==> src/hw/rtl/assert_macros.svh <==
// assertion helpers shared by the rtl
`ifndef ASSERT_MACROS_SVH
`define ASSERT_MACROS_SVH

// checked on every clock edge outside reset
`define ASSERT_CLK(label, prop, msg) \
  label: assert property (@(posedge clk_i) disable iff (!rst_ni) prop) else $error(msg);

// checked on every clock edge, reset included
`define ASSERT_ALWAYS(label, prop, msg) \
  label: assert property (@(posedge clk_i) prop) else $error(msg);

`endif

==> src/hw/rtl/ptt_pkg.sv <==
package ptt_pkg;

  // slot index is the low key bits
  localparam int unsigned TableEntries = 1024;
  localparam int unsigned IdxW         = $clog2(TableEntries);
  localparam int unsigned PlyLimit     = 255;

  localparam int unsigned KeyW  = 64;
  localparam int unsigned PlyW  = 8;
  localparam int unsigned MoveW = 32;

  typedef enum logic [1:0] {
    CmdLookup    = 2'd0,
    CmdProven    = 2'd1,
    CmdDisproven = 2'd2
  } cmd_e;

  typedef struct packed {
    logic            proven;
    logic [PlyW-1:0] plen;
    logic            disproven;
    logic [PlyW-1:0] ddepth;
    logic            has_move;
  } status_t;

  typedef struct packed {
    logic            valid;
    logic [KeyW-1:0] tag;
    status_t         status;
  } meta_t;

  typedef struct packed {
    logic             hit;
    logic             is_proven;
    logic [PlyW-1:0]  proven_length;
    logic             is_disproven;
    logic [PlyW-1:0]  disproven_depth;
    logic             move_valid;
    logic [MoveW-1:0] stored_move;
  } res_t;

endpackage

==> src/hw/rtl/ptt_update.sv <==
module ptt_update #(
  parameter int MOVE_W = 32
) (
  input  logic [1:0]                cmd_i,
  input  logic [ptt_pkg::KeyW-1:0]  key_i,
  input  logic [ptt_pkg::PlyW-1:0]  ply_i,
  input  logic [MOVE_W-1:0]         move_i,
  input  ptt_pkg::meta_t            old_meta_i,
  input  logic [MOVE_W-1:0]         old_move_i,
  output ptt_pkg::meta_t            new_meta_o,
  output logic [MOVE_W-1:0]         new_move_o,
  output ptt_pkg::res_t             result_o
);
  import ptt_pkg::*;

  logic [PlyW-1:0]  ply_sat;
  logic             tag_match;
  logic             is_store;
  meta_t            base;
  logic [MoveW-1:0] move_ext;

  always_comb begin
    if ({8'd0, ply_i} > 16'(PlyLimit)) begin
      ply_sat = PlyW'(PlyLimit);
    end else begin
      ply_sat = ply_i;
    end
  end

  assign tag_match = old_meta_i.valid && (old_meta_i.tag == key_i);

  always_comb begin
    // a store to a foreign or empty slot starts from a fresh entry
    if (tag_match) begin
      base = old_meta_i;
    end else begin
      base       = '0;
      base.valid = 1'b1;
      base.tag   = key_i;
    end
    new_meta_o = old_meta_i;
    new_move_o = old_move_i;
    is_store   = 1'b0;
    unique case (cmd_e'(cmd_i))
      CmdProven: begin
        is_store   = 1'b1;
        new_meta_o = base;
        if (!(base.status.proven && base.status.plen <= ply_sat)) begin
          new_meta_o.status.proven   = 1'b1;
          new_meta_o.status.plen     = ply_sat;
          new_meta_o.status.has_move = (ply_sat != '0);
          if (ply_sat != '0) begin
            new_move_o = move_i;
          end
        end
      end
      CmdDisproven: begin
        is_store   = 1'b1;
        new_meta_o = base;
        if (!base.status.disproven || ply_sat > base.status.ddepth) begin
          new_meta_o.status.disproven = 1'b1;
          new_meta_o.status.ddepth    = ply_sat;
        end
      end
      default: begin
        is_store = 1'b0;
      end
    endcase
  end

  if (MOVE_W < MoveW) begin : g_move_ext
    assign move_ext = {{(MoveW - MOVE_W){1'b0}}, new_move_o};
  end else begin : g_move_full
    assign move_ext = new_move_o[MoveW-1:0];
  end

  always_comb begin
    result_o     = '0;
    result_o.hit = is_store || tag_match;
    if (result_o.hit) begin
      result_o.is_proven       = new_meta_o.status.proven;
      result_o.proven_length   = new_meta_o.status.proven ? new_meta_o.status.plen : '0;
      result_o.is_disproven    = new_meta_o.status.disproven;
      result_o.disproven_depth =
          new_meta_o.status.disproven ? new_meta_o.status.ddepth : '0;
      result_o.move_valid      = new_meta_o.status.has_move;
      result_o.stored_move     = new_meta_o.status.has_move ? move_ext : '0;
    end
  end

endmodule

==> config.mk <==
export PLATFORM = sky130hd
export DESIGN_NAME = ptt_update
export DESIGN_NICKNAME = d
export VERILOG_FILES = /design/src/hw/rtl/assert_macros.svh /design/src/hw/rtl/ptt_pkg.sv /design/src/hw/rtl/ptt_update.sv
export SDC_FILE = /design/constraint.sdc
export NUM_CORES = 1
export LEC_CHECK = 0
export BUFFER_PORTS_ARGS = -buffer_cell sky130_fd_sc_hd__buf_2
export CORE_AREA = 10 10 141 143
export DETAILED_ROUTE_END_ITERATION = 12
export DIE_AREA = 0 0 151 153
export PLACE_DENSITY = 0.65
export REMOVE_ABC_BUFFERS = 1
export SLEW_MARGIN = 20
export SYNTH_ARGS = -nofsm -noshare
export SYNTH_HDL_FRONTEND = slang
export SYNTH_SLANG_ARGS = --single-unit
==> constraint.sdc <==
create_clock -name vclk -period 4.15
set_clock_uncertainty 0.1 [all_clocks]
set_input_delay 0.2075 -clock vclk [all_inputs]
set_output_delay 0.2075 -clock vclk [all_outputs]
set_load 0.1 [all_outputs]
# Yosys cells after proc, flatten, opt, wreduce, memory -nomap -nowiden
# Index checks and enable logic that the tools add are counted.
dict set report word_totals {
  regBits 0
  out_inout_bits 168
  wordCells 25
  input_bits 222
}
dict set report op_classes {
  muxes 13
  order_cmp 2
  eq_ne 3
  n_reduce_logical 7
}
# op count
set op_table {}
lappend op_table {{84-bit case mux with 2 select lines} 1}
lappend op_table {{32-bit two-way mux} 4}
lappend op_table {{84-bit two-way mux} 1}
lappend op_table {{64-bit == test} 1}
lappend op_table {{51-bit two-way mux} 1}
lappend op_table {{9-bit two-way mux} 2}
lappend op_table {{8-bit two-way mux} 2}
lappend op_table {{8-bit > comparator} 1}
lappend op_table {{8-bit less-or-equal comparator} 1}
lappend op_table {{8-bit nonzero test} 1}
lappend op_table {{2-bit by 1-bit == test with 1-bit output, second input constant} 1}
lappend op_table {{2-bit == test, second input constant} 1}
lappend op_table {{1-bit logical AND} 2}
lappend op_table {{1-bit logical OR} 2}
lappend op_table {{1-bit two-way mux} 2}
lappend op_table {{2-bit OR reduction} 1}
lappend op_table {{1-bit logical NOT} 1}

# Logic depth before layout (Yosys ltp)
# Gate-level depths: netlist of the first run.
dict set report logic_depth {
  word_depth 9
  depth_mapped 17
}

# Least setup slack after synthesis of the first run
# Ideal clock, no wire load.
dict set report synth_timing {
  path_kind {in2out}
  start {in key_i[13] in the netlist's numbering}
  end {out result_o[22] in the netlist's numbering}
  n_path_buf 3
  path_stages 17
  setup_slack_ns -1.075
  t_arrival_ns 4.918
  cell_sequence {xnor2_1 > nand4_1 > or4_1 > or3_1 > buf_6 > nor2_2 > clkbuf_1 > and2_1 > ha_1 > o21ai_0 > o21ai_0 > nand3b_1 > o221ai_1 > o21a_1 > a21oi_1 > buf_2 > nor2_1}
}
# item line
set synth_rtl {}
lappend synth_rtl {{start, declared} ptt_update.sv:5} ;# input logic [ptt_pkg::KeyW-1:0] key_i,
lappend synth_rtl {{end, declared} ptt_update.sv:12} ;# output ptt_pkg::res_t result_o

==> impl_metrics.tcl, run 1 <==
set metrics [dict create \
    intPower_mw 0.6262 \
    die_w_um 151 \
    syn_to_final_growth_pct 151.1 \
    power_density_mw_per_mm2 237.3 \
    switching_share_pct 69.76 \
    cp.required_ps 3840 \
    setup_tns_ps -6813 \
    fp.coreArea_mm2 0.01706 \
    startpoint_type "input port" \
    synthTopCellsByArea "a22o_1 16%, xnor2_1 13%, mux2i_1 8.9%" \
    place.gp.congestion 0.9321 \
    syn_area_mm2 0.003475 \
    yosysUniqueCellTypes 44 \
    hpwl_um 20590 \
    gr-total-overflow 0 \
    remaining_drc_errors 0 \
    synth_cells 520 \
    seq_area_um2 0 \
    timing_hold_violations_final 0 \
    p_sw_mw 1.445 \
    cp-end-kind "output port" \
    ys_warn_count 0 \
    path_max_fanout 7 \
    grt_pass1_vias 6375 \
    maxCapViolCount 0 \
    drive_gt1_share_pct 64.28 \
    layout_min_cycle_time_ps 4327 \
    leakage_nw 4.070 \
    final_cell_mix "288 x buf_2, 107 x buf_12, 64 x a22o_1" \
    grt_pass1_wl_um 36960 \
    avgViaCountPerCell 5.221 \
    ctsHoldBuffers 0 \
    outcome "finished, violations left" \
    die-height_um 153 \
    path_class "input port to output port" \
    design.seq.count 0 \
    first_pass_iters 5 \
    worst_hold_path_type "input port to output port" \
    n_fill_cell 1502 \
    setup_ws_ps -176.6 \
    nets 1191 \
    violations "negative setup slack" \
    synth-seq-area-share_pct 0 \
    die_area_mm2 0.02310 \
    mostFrequentLayoutCell "buf_2" \
    grt_usage_pct 19.89 \
    syn_area_per_cell_um2 6.682 \
    clkPwrFrac_pct 0 \
    io_buffers 390 \
    wl_per_cell_um 23.02 \
    final_area_mm2 0.008726 \
    antenna_found_initial 5 \
    drt-initial-drc-count 385 \
    slew_violations 0 \
    start_util_pct 20.37 \
    postPlaceCellArea_mm2 0.007455 \
    slew_headroom_pct 23.55 \
    p_comb_share_pct 100.0 \
    fin_hold_ws_ps 718.9 \
    fp-row-count 48 \
    grt_max_degree 65 \
    max_freq_mhz 231.1 \
    clkbuf_count 0 \
    synth_top_area_share_pct 16.13 \
    finalCritPeriodShare_pct 104.3 \
    vdd_drop_max_v 0.0001821 \
    rsz0062_at_grt "true" \
    worst_pin_slew_ps 1147 \
    utilization_pct 51.16 \
    ant_nets 0 \
    power_mw 2.071 \
    yosysTopAreaCell "a22o_1" \
    routed-via-count 6156 \
    cp.arrival_ps 4020 \
    drt-total-wl_um 27140 \
    seqPwrFrac_pct 0 \
    finalSetupViolCount 61 \
    io_pins 390 \
]
==> synth_stat cells (5+ instances only) <==
library cell / count
a21oi_1: 26
a22o_1: 64
a31oi_1: 9
a32oi_1: 8
and2_1: 17
buf_2: 10
clkbuf_1: 15
ha_1: 18
inv_1: 56
mux2i_1: 31
nand2_1: 31
nand2b_1: 24
nand3_1: 26
nand4_1: 32
nor2_1: 35
nor3_1: 6
nor4_1: 14
o21ai_0: 5
xnor2_1: 51
==> worst paths after layout <==
check,from,cells after the start,slack (ps),end
worst max-delay path,key_i[63],19,-180,result_o[31]
worst min-delay path,move_i[20],4,720,new_move_o[20]
==> metrics by stage <==
step / worst slack [ps] / cells
floorplan: -1861 / 490
global placement: -363.0 / 1158
detailed placement: -450.8 / 1158
CTS: -168.7 / 1170
global route: -315.6 / 1177
finish: -176.6 / 1179
==> power groups by stage <==
stage | logic, mW | clock network (mW) | registers, mW
floorplan | 1.26 | 0 | 0
global placement | 1.88 | 0 | 0
detailed placement | 1.89 | 0 | 0
CTS | 1.99 | 0 | 0
global route | 2.14 | 0.0000000968 | 0
finish | 2.07 | 0.000000161 | 0
==> metal layers <==
| metal | global-route usage, % | wire (µm) |
|---|---|---|
| met1 | 21.32 | 9548 |
| met2 | 36.51 | 13990 |
| met3 | 4.990 | 2410 |
| met4 | 6.832 | 1187 |
| met5 | 0 | 0 |
==> final cells by class <==
cell class | instances | area [µm²] | area share [%]
timing repair buffer | 459 | 4217 | 48.32
inverter | 56 | 212.7 | 2.438
multi-input combinational | 434 | 4003 | 45.87
tap | 225 | 281.5 | 3.226
antenna | 5 | 12.51 | 0.1434
==> critical path, cell delays in order <==
cell and delay (ps):
buf_2 130, xnor2_2 190, nand4_1 120, or4_1 530
or3_4 370, nor2_4 150, buf_6 140, buf_4 110
nand2_1 50, ha_1 290, and3_4 190, nand3_2 100
o211a_1 180, o311ai_4 230, buf_6 170, buf_12 150
mux2_4 330, and2b_1 190, buf_12 170
==> cells by family after synthesis <==
family	Yosys count	synth area share, %
compound gates	129	29.06
xor+xnor	53	13.36
fa+ha+maj	18	6.482
buf+inv	86	10.84
mux	32	9.363
simple gates	202	30.90
==> timing repair <==
action                                  CTS  global route
endpoints found under the hold margin     0             0
endpoints found under the setup margin   97            98
gates resized for setup                 131            99
buffers inserted                         11             3
pin swaps                                41            10
gates cloned                              4             2
No activity file was read; power rests on OpenSTA's default activity.
==> run 2: changes to the inputs <==
- CORE_AREA: 10 10 141 143 -> 10 10 144 146
- DIE_AREA: 0 0 151 153 -> 0 0 154 156
- PLACE_DENSITY: 0.65 -> 0.61
- clock period: 4.15 -> 4.6 ns (I/O delays scaled with it)
==> impl_metrics.tcl, run 2 (same netlist as run 1, synthesis figures left out) <==
set metrics [dict create \
    outcome "complete, no violations" \
    slowest_stage "or4_1" \
    seqPwrFrac_pct 0 \
    utilization_pct 42.67 \
    dp_cells 1139 \
    drt-total-wl_um 23240 \
    seq_area_um2 0 \
    clkPwrFrac_pct 0 \
    layout_min_cycle_time_ps 4485 \
    grt_use_met3_pct 5.073 \
    hpwl_um 20150 \
    fp.coreArea_mm2 0.01784 \
    worst_hold_path_type "input port to output port" \
    worst_pin_slew_ps 821.1 \
    avgViaCountPerCell 4.899 \
    crit_path_frequent_cell "buf_4" \
    grt_use_met1_pct 18.98 \
    grt_pass1_wl_um 33650 \
    max_freq_mhz 223.0 \
    design.seq.count 0 \
    remaining_drc_errors 0 \
    wl_per_cell_um 20.28 \
    power_mw 1.709 \
    grt_max_degree 65 \
    fp-row-count 49 \
    multi_input_area_mm2 0.003432 \
    place.gp.congestion 0.8707 \
    top_usage_layer "met2" \
    path_class "input port to output port" \
    p_comb_share_pct 100.0 \
    worstHoldStart "old_move_i[2]" \
    whs_path_depth 4 \
    die_area_mm2 0.02402 \
    die_w_um 154 \
    nets 1157 \
    vdd_drop_max_v 0.0001596 \
    ant_nets 0 \
    n_fill_cell 1734 \
    timing_hold_violations_final 0 \
    p_sw_mw 1.232 \
    crit_chain "buf_2 -> xnor2_1 -> buf_4 -> nand4_1 -> or4_1 -> or3_4 -> nor2_4 -> and2_4 -> ha_4 -> a211oi_2 -> o21ai_1 -> nand3b_1 -> o211a_1 -> o311ai_4 -> buf_6 -> clkbuf_16 -> mux2_4 -> and2b_1 -> buf_4" \
    grtUsageMet2_pct 31.34 \
    io_buffers 390 \
    antenna_found_initial 3 \
    slew_violations 0 \
    instances_no_fill 1146 \
    grt_usage_pct 16.80 \
    die-height_um 156 \
    mostFrequentLayoutCell "buf_2" \
    power_density_mw_per_mm2 224.5 \
    first_pass_iters 5 \
    clkbuf_count 0 \
    syn_to_final_growth_pct 119.1 \
    startpoint_type "input port" \
    finalCritPeriodShare_pct 97.50 \
    cp_top_family "simple AND/OR/NAND/NOR gates" \
    cp.required_ps 4270 \
    path_max_fanout 6 \
    grt_pass1_vias 5888 \
    routed-via-count 5614 \
    gr-total-overflow 0 \
    start_util_pct 19.48 \
    final_cell_mix "296 x buf_2, 94 x buf_12, 64 x a22o_1" \
    drive_gt1_share_pct 52.24 \
    cp.arrival_ps 4150 \
    leakage_nw 3.801 \
    io_pins 390 \
    drt-initial-drc-count 345 \
    slowest_delay_ps 470 \
    cp-end-kind "output port" \
    rsz0062_at_grt "false" \
    finalSetupViolCount 0 \
    maxCapViolCount 0 \
    slew_headroom_pct 45.26 \
    holdPathEnd "new_move_o[2]" \
    crit_buf_inv 5 \
    switching_share_pct 72.07 \
    intPower_mw 0.4772 \
]
[run 2: changes by cell type in the layout (fill, tap and decap cells not counted), moves of 10 or more]
| cell | change |
|---|---|
| mux2i_1 | +10 |
| buf_12 | -13 |
| mux2i_4 | -18 |
| a21oi_1 | +14 |
| nor2_2 | -17 |
| nor2_1 | +20 |
| inv_1 | +27 |
| buf_4 | -15 |
| inv_2 | -26 |
| a21oi_2 | -13 |
[run 2: timing repair]
action | 4_1_cts | 5_1_grt
hold buffers | 0 | 0
resized for setup | 6 | 64
pin swaps | 0 | 13
endpoints found under the setup margin | 24 | 69
setup buffers | 0 | 4
gates cloned | 0 | 1
[run 2: power by group through the flow]
| stage | sequential (mW) | combinational [mW] | clock, mW |
|---|---|---|---|
| after floorplan | 0 | 1.14 | 0 |
| after global placement | 0 | 1.66 | 0 |
| after detailed placement | 0 | 1.66 | 0 |
| after CTS | 0 | 1.67 | 0 |
| after global routing | 0 | 1.77 | 0.0000000291 |
| final | 0 | 1.71 | 0.0000000582 |
[run 2: worst max-delay path by stage]
stage	cells past startpoint	startpoint	endpoint	slack (ps)
detailed placement	19	key_i[46]	result_o[17]	-90
global placement	19	key_i[46]	result_o[17]	130
finish	19	old_meta_i[65]	result_o[31]	120
CTS	19	key_i[46]	result_o[17]	30
global route	21	old_meta_i[65]	result_o[20]	3
floorplan	14	key_i[13]	result_o[0]	-1460
[run 2: final cells by class]
cell class | count | area share, %
tap | 229 | 3.764
inverter | 56 | 2.761
antenna | 2 | 0.06575
timing repair buffer | 425 | 48.32
multi-input combinational | 434 | 45.09
[run 2: layer usage]
layer	part of all wire (%)	vias up	wire length (µm)
met5	0.056	-	13
met4	0.76	2	177
met3	9.2	14	2139
met2	52	296	12170
met1	38	2590	8741
li1	-	2712	-
[run 2: metrics by stage]
step / setup TNS [ps] / setup slack [ps] / instance area, µm² / hold WS, ps
floorplan: -151580 / -1456 / 3308 / 683.0
global placement: 0 / 127.4 / 7199 / 773.2
detailed placement: -933.0 / -92.11 / 7199 / 783.8
CTS: 0 / 30.25 / 7222 / 783.4
global route: 0 / 3.070 / 7610 / 794.2
finish: 0 / 115.2 / 7612 / 778.4
